File: src/hw/rtl/assert_macros.svh
// Assertion helpers shared by the decoder RTL.
// Bodies are empty when SYNTHESIS is defined.
`ifndef ASSERT_MACROS_SVH
`define ASSERT_MACROS_SVH
`ifndef SYNTHESIS
// Property must hold at every clock edge outside reset.
`define ASSERT_PROP(lbl, clk, rst, prop) \
   lbl: assert property (@(posedge clk) disable iff (rst) prop) \
      else $error("assertion failed");
// Expression must never be true outside reset.
`define ASSERT_NEVER(lbl, clk, rst, expr) \
   lbl: assert property (@(posedge clk) disable iff (rst) !(expr)) \
      else $error("forbidden condition seen");
`else
`define ASSERT_PROP(lbl, clk, rst, prop)
`define ASSERT_NEVER(lbl, clk, rst, expr)
`endif
`endif

File: src/hw/rtl/pdwd_pkg.sv
// ----------------------------------------------------------------------------
// pdwd_pkg
// Shared constants and types for the predictive delta word decoder.
// ----------------------------------------------------------------------------
package pdwd_pkg;

   localparam int NCH_MAX      = 4;
   localparam int CHANNELS_DEF = 4;
   localparam int BYTE_W       = 8;
   localparam int WORD_W       = 16;
   localparam int CODE_W       = 2;
   localparam int POS_W        = 2;
   localparam int PHASE_W      = 2;

   // parser phases
   localparam logic [PHASE_W-1:0] PH_TAG    = 2'd0;
   localparam logic [PHASE_W-1:0] PH_DELTA  = 2'd1;
   localparam logic [PHASE_W-1:0] PH_LIT_LO = 2'd2;
   localparam logic [PHASE_W-1:0] PH_LIT_HI = 2'd3;

   // channel codes carrying data (codes 0 and 1 are prediction only)
   localparam logic [CODE_W-1:0] CODE_DELTA = 2'd2;
   localparam logic [CODE_W-1:0] CODE_LIT   = 2'd3;

   // one input item
   typedef struct packed {
      logic [BYTE_W-1:0] in_byte;
      logic              start_stream;
   } item_type;

   // one decoded group, channel 0 in the low slot
   typedef logic [NCH_MAX-1:0][WORD_W-1:0] words_type;

endpackage

File: src/hw/rtl/pdwd_core.sv
// ----------------------------------------------------------------------------
// pdwd_core
// Stream parser and channel history; decodes one byte per enabled cycle.
// ----------------------------------------------------------------------------
`include "assert_macros.svh"

module pdwd_core #(
   parameter int CHANNELS = pdwd_pkg::CHANNELS_DEF
) (
   input  logic                clock,
   input  logic                reset,
   input  logic                advance,
   input  pdwd_pkg::item_type  item,
   output logic                emit,
   output pdwd_pkg::words_type words
);

   localparam int W = pdwd_pkg::WORD_W;

   logic [pdwd_pkg::PHASE_W-1:0] phase_ff, phase_in;
   logic [pdwd_pkg::BYTE_W-1:0]  tag_ff, tag_in;
   logic [pdwd_pkg::POS_W-1:0]   chan_pos_ff, chan_pos_in;
   logic [pdwd_pkg::BYTE_W-1:0]  low_ff, low_in;
   logic [W-1:0] cur_ff[CHANNELS], cur_in[CHANNELS];
   logic [W-1:0] prv_ff[CHANNELS], prv_in[CHANNELS];
   logic [W-1:0] pp_ff[CHANNELS],  pp_in[CHANNELS];

   logic [W-1:0]                 pred[CHANNELS];
   logic [W-1:0]                 delta_ext;
   logic                         resolve_en;
   logic                         found;
   logic [pdwd_pkg::POS_W:0]     rpos;
   logic [pdwd_pkg::CODE_W-1:0]  code;

   assign delta_ext = {{(W - pdwd_pkg::BYTE_W){item.in_byte[pdwd_pkg::BYTE_W-1]}},
                       item.in_byte};

   // decode step: optional clear, consume byte, resolve prediction channels
   always_comb begin
      phase_in    = phase_ff;
      tag_in      = tag_ff;
      chan_pos_in = chan_pos_ff;
      low_in      = low_ff;
      cur_in      = cur_ff;
      prv_in      = prv_ff;
      pp_in       = pp_ff;
      emit        = 1'b0;
      resolve_en  = 1'b0;
      found       = 1'b0;
      rpos        = '0;
      code        = '0;
      words       = '0;

      if (item.start_stream) begin
         phase_in    = pdwd_pkg::PH_TAG;
         tag_in      = '0;
         chan_pos_in = '0;
         low_in      = '0;
         for (int i = 0; i < CHANNELS; i++) begin
            cur_in[i] = '0;
            prv_in[i] = '0;
            pp_in[i]  = '0;
         end
      end

      // second-order prediction per channel, mod 2^16
      for (int i = 0; i < CHANNELS; i++) begin
         pred[i] = W'({prv_in[i], 1'b0} - {1'b0, pp_in[i]});
      end

      if (advance) begin
         case (phase_in)
            pdwd_pkg::PH_TAG: begin
               tag_in     = item.in_byte;
               resolve_en = 1'b1;
               rpos       = '0;
            end
            pdwd_pkg::PH_DELTA: begin
               for (int i = 0; i < CHANNELS; i++) begin
                  if (chan_pos_in == pdwd_pkg::POS_W'(i)) begin
                     cur_in[i] = pred[i] + delta_ext;
                  end
               end
               resolve_en = 1'b1;
               rpos       = {1'b0, chan_pos_in} + 3'd1;
            end
            pdwd_pkg::PH_LIT_LO: begin
               low_in   = item.in_byte;
               phase_in = pdwd_pkg::PH_LIT_HI;
            end
            default: begin
               for (int i = 0; i < CHANNELS; i++) begin
                  if (chan_pos_in == pdwd_pkg::POS_W'(i)) begin
                     cur_in[i] = {item.in_byte, low_in};
                     prv_in[i] = {item.in_byte, low_in};
                     pp_in[i]  = {item.in_byte, low_in};
                  end
               end
               resolve_en = 1'b1;
               rpos       = {1'b0, chan_pos_in} + 3'd1;
            end
         endcase

         // priority pick of the next data channel; earlier ones take the prediction
         if (resolve_en) begin
            for (int i = 0; i < CHANNELS; i++) begin
               code = tag_in[2*i +: 2];
               if (!found && (3'(i) >= rpos)) begin
                  if (code == pdwd_pkg::CODE_DELTA || code == pdwd_pkg::CODE_LIT) begin
                     found       = 1'b1;
                     chan_pos_in = pdwd_pkg::POS_W'(i);
                     phase_in    = (code == pdwd_pkg::CODE_DELTA) ? pdwd_pkg::PH_DELTA
                                                                  : pdwd_pkg::PH_LIT_LO;
                  end else begin
                     cur_in[i] = pred[i];
                  end
               end
            end
            // group complete: emit and shift history
            if (!found) begin
               emit        = 1'b1;
               chan_pos_in = '0;
               phase_in    = pdwd_pkg::PH_TAG;
               for (int i = 0; i < CHANNELS; i++) begin
                  words[i]  = cur_in[i];
                  pp_in[i]  = prv_in[i];
                  prv_in[i] = cur_in[i];
               end
            end
         end
      end else begin
         // hold state; a start flag only counts on a processed item
         phase_in    = phase_ff;
         tag_in      = tag_ff;
         chan_pos_in = chan_pos_ff;
         low_in      = low_ff;
         cur_in      = cur_ff;
         prv_in      = prv_ff;
         pp_in       = pp_ff;
      end
   end

   // parser and history registers
   always_ff @(posedge clock) begin
      if (reset) begin
         phase_ff    <= pdwd_pkg::PH_TAG;
         tag_ff      <= '0;
         chan_pos_ff <= '0;
         low_ff      <= '0;
         for (int i = 0; i < CHANNELS; i++) begin
            cur_ff[i] <= '0;
            prv_ff[i] <= '0;
            pp_ff[i]  <= '0;
         end
      end else begin
         phase_ff    <= phase_in;
         tag_ff      <= tag_in;
         chan_pos_ff <= chan_pos_in;
         low_ff      <= low_in;
         cur_ff      <= cur_in;
         prv_ff      <= prv_in;
         pp_ff       <= pp_in;
      end
   end

   // a finished group always returns the parser to the tag
   `ASSERT_PROP(a_emit_to_tag, clock, reset,
      emit |=> (phase_ff == pdwd_pkg::PH_TAG && chan_pos_ff == '0))
   // a channel waiting for data is always an enabled channel
   `ASSERT_NEVER(a_pos_range, clock, reset,
      phase_ff != pdwd_pkg::PH_TAG && {1'b0, chan_pos_ff} >= 3'(CHANNELS))
   // the literal high byte only follows a literal low byte
   `ASSERT_PROP(a_lit_order, clock, reset,
      (phase_ff == pdwd_pkg::PH_LIT_HI && !$past(reset))
         |-> ($past(phase_ff) == pdwd_pkg::PH_LIT_LO || $past(phase_ff) == pdwd_pkg::PH_LIT_HI))

endmodule

File: src/hw/rtl/predictive_delta_word_decoder_unit.sv
// ----------------------------------------------------------------------------
// predictive_delta_word_decoder_unit
// Decodes a tagged byte stream into groups of 16-bit channel words.
// ----------------------------------------------------------------------------
// Usage:
//   req_* carries one stream byte per item plus a start flag that clears the
//   channel history and makes the byte a tag. rsp_* carries one decoded group
//   (rsp_word0..rsp_word3) per item; channels at or above CHANNELS read zero.
//   A byte produces zero or one group: the group leaves on the byte that
//   resolves its last channel.
//   Throughput: one byte per cycle while rsp_* is not stalled; an input register
//   feeds the decode step, whose result lands in the output register.
//   Stall: while rsp_valid is high and rsp_ready low the byte held in the
//   input register waits, and req_ready falls once that register is full.
//   Reset: clears the parser (next byte is a tag), the history and both
//   registers' valid flags.
// ----------------------------------------------------------------------------
`include "assert_macros.svh"

module predictive_delta_word_decoder_unit #(
   parameter int CHANNELS = pdwd_pkg::CHANNELS_DEF
) (
   input  logic                            clock,
   input  logic                            reset,
   input  logic                            req_valid,
   output logic                            req_ready,
   input  logic [pdwd_pkg::BYTE_W-1:0]     req_in_byte,
   input  logic                            req_start_stream,
   output logic                            rsp_valid,
   input  logic                            rsp_ready,
   output logic [pdwd_pkg::WORD_W-1:0]     rsp_word0,
   output logic [pdwd_pkg::WORD_W-1:0]     rsp_word1,
   output logic [pdwd_pkg::WORD_W-1:0]     rsp_word2,
   output logic [pdwd_pkg::WORD_W-1:0]     rsp_word3
);

   logic                in_valid_ff, in_valid_in;
   pdwd_pkg::item_type  in_ff, in_in;
   logic                rsp_valid_ff, rsp_valid_in;
   pdwd_pkg::words_type words_ff, words_in;
   pdwd_pkg::words_type words;
   logic                out_free;
   logic                advance;
   logic                emit;

   // handshake control
   assign out_free  = !rsp_valid_ff || rsp_ready;
   assign advance   = in_valid_ff && out_free;
   assign req_ready = !in_valid_ff || advance;

   // input register
   always_comb begin
      in_valid_in = in_valid_ff;
      in_in       = in_ff;
      if (req_ready) begin
         in_valid_in = req_valid;
         in_in       = '{in_byte: req_in_byte, start_stream: req_start_stream};
      end
   end

   // output register
   always_comb begin
      rsp_valid_in = rsp_valid_ff;
      words_in     = words_ff;
      if (out_free) begin
         rsp_valid_in = advance && emit;
         words_in     = words;
      end
   end

   always_ff @(posedge clock) begin
      if (reset) begin
         in_valid_ff  <= 1'b0;
         rsp_valid_ff <= 1'b0;
      end else begin
         in_valid_ff  <= in_valid_in;
         rsp_valid_ff <= rsp_valid_in;
      end
   end

   always_ff @(posedge clock) begin
      in_ff    <= in_in;
      words_ff <= words_in;
   end

   // decode step
   pdwd_core #(
      .CHANNELS (CHANNELS)
   ) u_core (
      .clock   (clock),
      .reset   (reset),
      .advance (advance),
      .item    (in_ff),
      .emit    (emit),
      .words   (words)
   );

   assign rsp_valid = rsp_valid_ff;
   assign rsp_word0 = words_ff[0];
   assign rsp_word1 = words_ff[1];
   assign rsp_word2 = words_ff[2];
   assign rsp_word3 = words_ff[3];

   // the input side only stalls behind a stalled result
   `ASSERT_PROP(a_stall_cause, clock, reset,
      !req_ready |-> (in_valid_ff && rsp_valid_ff && !rsp_ready))
   // a decoded byte never lands on a result that is still waiting
   `ASSERT_NEVER(a_no_overrun, clock, reset, advance && rsp_valid_ff && !rsp_ready)

endmodule

File: config.mk
export PLATFORM = sky130hd
export DESIGN_NAME = predictive_delta_word_decoder_unit
export DESIGN_NICKNAME = d
export VERILOG_FILES = /design/src/hw/rtl/pdwd_pkg.sv /design/src/hw/rtl/pdwd_core.sv /design/src/hw/rtl/predictive_delta_word_decoder_unit.sv
export VERILOG_INCLUDE_DIRS = /design/src /design/src/hw/rtl
export SDC_FILE = /design/constraint.sdc
export NUM_CORES = 1
export LEC_CHECK = 0
export ABC_AREA = 0
export BUFFER_PORTS_ARGS = -buffer_cell sky130_fd_sc_hd__buf_4
export CAP_MARGIN = 10
export CORE_MARGIN = 1
export CORE_UTILIZATION = 49
export DETAILED_ROUTE_END_ITERATION = 8
export GPL_TIMING_DRIVEN = 1
export PLACE_DENSITY = 0.67
export RECOVER_POWER = 25
export SLEW_MARGIN = 20
export SYNTH_ARGS = -nofsm -noshare
export SYNTH_HDL_FRONTEND = slang
export SYNTH_SLANG_ARGS = --single-unit
File: constraint.sdc
create_clock -name clock -period 7 [get_ports clock]
set_input_delay 0.35 -clock clock [delete_from_list [all_inputs] [get_ports clock]]
set_output_delay 0.35 -clock clock [all_outputs]
set_load 0.01 [all_outputs]
## Word-level counts from Yosys, hierarchy flattened

Cells that the tools add are included.

| operators by class | value |
|---|---|
| multiplexer cells | 91 |
| add/sub/neg operators | 9 |
| reductions and logical operators | 21 |
| magnitude comparators | 4 |
| eq/ne operators | 13 |
| bitwise gates (word level) | 2 |

Operators with widths:

| operator | number |
|---|---|
| 2-to-1 mux 64 bit | 10 |
| 2-to-1 mux 16 bit | 24 |
| one-hot mux 64 bit (2 select lines) | 1 |
| adder 16 bit | 4 |
| subtractor 16 bit | 4 |
| 2-to-1 mux 2 bit | 28 |
| 2-to-1 mux 8 bit | 5 |
| == test 2 bit, second input constant | 11 |
| 2-to-1 mux 1 bit | 21 |
| >= comparator 1 x 3 -> 1 bit, first input constant | 2 |
| >= comparator 2 x 3 -> 1 bit, first input constant | 2 |
| logical OR 1 bit | 6 |
| 2-to-1 mux 3 bit | 2 |
| OR reduction 3 bit | 2 |
| logical AND 1 bit | 5 |
| zero test 1 bit | 5 |
| == test 2 x 1 -> 1 bit, second input constant | 2 |
| zero test 2 bit | 2 |
| adder 2 x 1 -> 3 bit, second input constant | 1 |
| NOT 1 bit | 2 |
| OR reduction 2 bit | 1 |

| word-level totals | value |
|---|---|
| output and inout port bits | 66 |
| register bits after elaboration | 287 |
| word-level logic and storage cells | 164 |
| input bits | 13 |

## Depth between registers and ports, before layout

| logic depth | value |
|---|---|
| depth after elaboration | 29 |
| depth in mapped cells | 26 |
| gate-level depth less buffers | 20 |

## Cells and area by module

A second synthesis with hierarchy kept.

| second synthesis, totals | value |
|---|---|
| cell total of the unflattened synthesis | 2685 |
| area total of the unflattened synthesis | 20887.5 sq um |

By module, submodules not included:

| module | area an instance (sq um) | cells each | times used |
|---|---|---|---|
| pdwd_core | 18617.9 | 2603 | 1 |
| predictive_delta_word_decoder_unit | 2269.7 | 82 | 1 |

## Worst setup path before layout

OpenSTA, ideal clock, no wires.

| timing | value |
|---|---|
| path type | register -> register |
| start | reg in_ff[0] (netlist name) |
| end | reg words_ff, in the netlist rsp_word2[15] (data pin) |
| setup time | 270 ps |
| data required time | 6730 ps |
| stages on the path, launching flop included | 24 |
| path buffers | 7 |
| slack | 1242 ps |
| arrival | 5488 ps |
| period minus slack after synthesis | 5758 ps |
| path through | edfxtp_1 -> buf_2 -> buf_4 -> buf_2 -> buf_1 -> buf_1 -> clkbuf_1 -> clkbuf_1 -> nor2b_1 -> ha_1 -> and2_1 -> a221oi_1 -> xor2_1 -> inv_1 -> ha_1 -> a2111oi_0 -> o21ai_0 -> a41o_1 -> a31oi_1 -> o31ai_1 -> xnor2_1 -> and2_1 -> o21ai_0 -> a21oi_1 |

| between the ends | value |
|---|---|
| cells in the longest elaborated chain, start to end | 26 |
| elaborated cells between the ends (all ways) | 65 |

Ends and longest elaborated chain:

| what | RTL line | text |
|---|---|---|
| start, declared | predictive_delta_word_decoder_unit.sv:38 | `pdwd_pkg::item_type in_ff, in_in;` |
| start signal, assigned | predictive_delta_word_decoder_unit.sv:82 | `in_ff <= in_in;` |
| branches (longest 26 deep; another with adder 2 x 1 -> 3 bit) | n/a |  |
| end signal, assigned | predictive_delta_word_decoder_unit.sv:83 | `words_ff <= words_in;` |
| end, declared | predictive_delta_word_decoder_unit.sv:40 | `pdwd_pkg::words_type words_ff, words_in;` |

Parallel ways; which one is timed is not known. The select of a mux whose other input is x is not followed.
A chain may end at the register's enable or synchronous reset.

## Final worst setup path

| timing | value |
|---|---|
| start | reg in_ff[0] (netlist name) |
| end | reg words_ff, in the netlist rsp_word1[15] (data pin) |

The elaborated chain is that of the path after synthesis.

==> metrics.md <==
| Metric | Value |
|---|---|
| Htree depth | `2` |
| Largest net degree at the start of global routing | `92` |
| Hold WC Path Type | `input port to register` |
| Routed length per instance | `22.7 microns` |
| Synth Area in Compound Gates | `31.1%` |
| Critical Path Sink Type | `register` |
| CP peak stage delay | `0.57 ns` |
| Sink Count | `287` |
| Synth-to-Final Area Change | `9.10%` |
| Die area | `43,300 sq um` |
| Non-filler cells, final | `3,141` |
| CTS buffer count | `35` |
| CP Cell Sequence | `buf_4 -> nand2b_1 -> inv_1 -> fa_1 -> inv_1 -> a22o_1 -> a21oi_1 -> o211ai_1 -> nand2_1 -> xnor2_1 -> ha_1 -> nand4_1 -> o22ai_1 -> a2111oi_0 -> a21oi_1 -> o41ai_1 -> xnor2_1 -> and4_1 -> a21oi_1 -> a21oi_1` |
| Leak | `9.11 nW` |
| Post-synthesis cell count | `2,598` |
| Run status | `complete, but fails checks` |
| Most common cell in the netlist | `nand2_1` |
| Post-route clock period utilization | `80.0%` |
| Final Setup Violations | `0` |
| PostCTS Resize Cnt | `0` |
| Via density per instance | `6.59` |
| VDD IR-drop max | `0.192 mV` |
| Largest family of logic cells by synthesized area | `compound AO/OA/AOI/OAI gates` |
| Hold Slack | `0.121 ns` |
| PD cells | `186 nW/um^2` |
| Port Buffer Count | `78` |
| Yosys warnings | `0` |
| CP startpoint kind | `register` |
| Synthesized flop and latch total | `287` |
| Mapped cell area | `20,800 sq um` |
| Number of synthesized flops with an enable pin | `73` |
| Crit-path max FO | `43` |
| Synth async-reset ratio | `0%` |
| Worst-Margin Slew | `3.88 ns` |
| Worst skew pair latency | `0.56 ns` |
| Via count | `20,700` |
| Fraction of layout cells with a size suffix above 1 | `6.88%` |
| Synth Flop Type | `dfxtp_1` |
| Final WL | `71.2 mm` |
| Die height | `208 microns` |
| Initial Util | `49.6%` |
| First-pass GRT wire length | `110 mm` |
| Top cells by area, synth | `dfxtp_1 (21%), edfxtp_1 (11%), ha_1 (7.4%)` |
| Max-Cap Viols | `1` |
| Adder-cell area share of the yosys netlist | `8.16%` |
| Synth Area in XOR/XNOR | `4.67%` |
| Family with the most delay on the worst path | `compound AO/OA/AOI/OAI gates` |
| Failing checks | `max-capacitance violations, max-slew violations` |
| CP max-delay cell | `edfxtp_1` |
| 1st-pass router iterations | `7` |
| Post-layout util | `54.1%` |
| Req. time, crit path | `7.28 ns` |
| Unique masters post-synth | `94` |
| Vias in the first global route | `19,300` |
| Core ar. | `41,900 sq um` |
| Initial antenna violation count | `1` |
| Post-DP HPWL | `45.5 mm` |
| Tot Pwr | `0.00422 W` |
| GPL Wtd Cong | `0.973` |
| Clock-pin slew on the worst setup and hold paths | `0.06 ns` |
| Tmin final | `5.60 ns` |
| Width of the die | `208 microns` |
| DRC | `0` |
| Most frequent cells after synthesis | `nand2_1 (383), nor2_1 (276), a21oi_1 (223)` |
| Post-synthesis mux area share | `0.541%` |
| Final hold vios | `0` |
| Post-CTS Setup Repair Bufs | `0` |
| Mapped Nets | `2,742` |
| I/O Pins | `79` |
| CP most frequent cell | `a21oi_1` |
| Buf+Inv Stages, Crit Path | `3` |
| Layout Nets | `2,720` |
| Max Clock Freq | `0.179 GHz` |
| All-layer global routing usage | `32.1%` |
| TritonCTS clock tree | `yes` |
| Average size of a mapped cell | `8.01 sq um` |
| Post-synth top area share | `20.6%` |
| Core Rows | `75` |
| Antenna cells | `0` |
| CTS Buffer Depth | `3` |
| TNS Setup | `0 ns` |
| RSZ-0062 raised after global routing | `no` |
| GRT overflow | `0` |
| Clk_skew | `0.0200 ns` |
| Worst EP arrival | `5.88 ns` |
| Slew Viols, Final | `66` |
| DRT antenna net count | `0` |
| Yosys top cell by area | `dfxtp_1` |
| Worst slew margin | `-158%` |
| 1st-iter DRT viols | `2,634` |
| Register area share after synthesis | `31.1%` |
| Simple-gate share of the synthesized area | `19.3%` |
| Clk root buf | `clkbuf_16` |
| Placed Instances | `3,069` |
| CP Class | `register to register` |
worst reg2reg max path: cells and delay by family, from the launching register on:
kind	cells	cell delay, ns
compound gates	9	1.90
fa+ha+maj	2	0.82
simple gates	4	0.76
buf+inv	3	0.75
flops	1	0.57
xor+xnor	2	0.53
kinds of logic (layout without fill, tap and decap cells):
| kind of cell | after synthesis | after routing |
|---|---|---|
| buffers and inverters | 262 | 266 |
| AOI/OAI and AO/OA | 893 | 893 |
| muxes | 11 | 11 |
| DFF | 287 | 287 |
| and+or+nand+nor | 903 | 903 |
| xor gates and xnor gates | 111 | 111 |
| adders and majority gates | 131 | 131 |
per-stage QoR:
stage / worst slack [ns] / instance area [sq um]
6_report: 1.40 / 22700
2_1_floorplan: 1.24 / 20800
4_1_cts: 1.53 / 23000
3_5_place_dp: 1.54 / 21700
5_1_grt: 0.806 / 22700
3_3_place_gp: 1.64 / 21700
metal layers:
layer / up-vias / track usage, % / share of wire, %
li1: 9609 / - / -
met1: 9883 / 42.9 / 43
met2: 1025 / 50.7 / 44
met3: 172 / 6.01 / 9.2
met4: 2 / 13.3 / 3.8
met5: - / 0 / 0.018
layout make-up:
| cell class | instances | area (sq um) |
|---|---|---|
| fillers | 3916 | 19200 |
| multi-input cells | 2049 | 13300 |
| flip-flops and latches | 287 | 6480 |
| clock buffers | 53 | 1060 |
| repair buffers | 134 | 806 |
| well taps | 539 | 674 |
| inverters | 69 | 260 |
| clock inverters | 10 | 131 |
sequential cells by signal, indices dropped and copies added, names as in the netlist:
signal / count
rsp_valid: 1
u_core.chan_pos_ff: 2
rsp_word3: 16
u_core.phase_ff: 2
u_core.tag_ff: 8
rsp_word0: 16
in_ff: 9
rsp_word1: 16
rsp_word2: 16
u_core.prv_ff: 64
in_valid_ff: 1
u_core.pp_ff: 64
u_core.low_ff: 8
u_core.cur_ff: 64
final timing paths:
kind | from | end | slack [ns] | depth (start not counted)
max reg2reg | in_ff[0]$_DFFE_PP_ | rsp_word1[15]$_SDFFCE_PP0N_ | 1.40 | 20
max | in_ff[0]$_DFFE_PP_ | rsp_word1[15]$_SDFFCE_PP0N_ | 1.40 | 20
min reg2reg | u_core.cur_ff[54]$_SDFFE_PP0P_ | u_core.cur_ff[54]$_SDFFE_PP0P_ | 0.45 | 2
min | reset | u_core.pp_ff[44]$_SDFFE_PP0P_ | 0.12 | 2
cells in the final DEF, fill, tap and decap left out, drive strengths merged, types with 16 or more instances in the layout:
cell    synthesis  routed
clkbuf        139     128
nor3           30      30
nand2b         19      19
and2           18      18
a21oi         224     224
nor2          277     277
nand2         385     385
ha            123     123
buf            54      50
xor2           35      35
o21ai         108     108
a221oi         37      37
and3           19      19
dfxtp         214     214
xnor2          76      76
a222oi         78      78
a21o           42      42
nor2b          62      62
inv            67      69
o211ai         43      43
nand3          41      41
o22ai          23      23
a211oi         46      46
o21a           28      28
edfxtp         73      73
a31oi          21      21
a22o           89      89
a22oi          47      47
o31ai          16      16
repair_timing:
item / CTS / global route
hold endpoints to repair: 9 / 0
setup endpoints to repair: 0 / 0
hold buffers: 9 / 0
power breakdown:
part	switching, W	total, W	internal, W	leakage [nW]
Combinational	0.000399	0.000560	0.000161	5.92
Clock	0.000760	0.00191	0.00115	0.581
Sequential	0.0000212	0.00175	0.00173	2.61
Power figures use the tool's default switching activity.
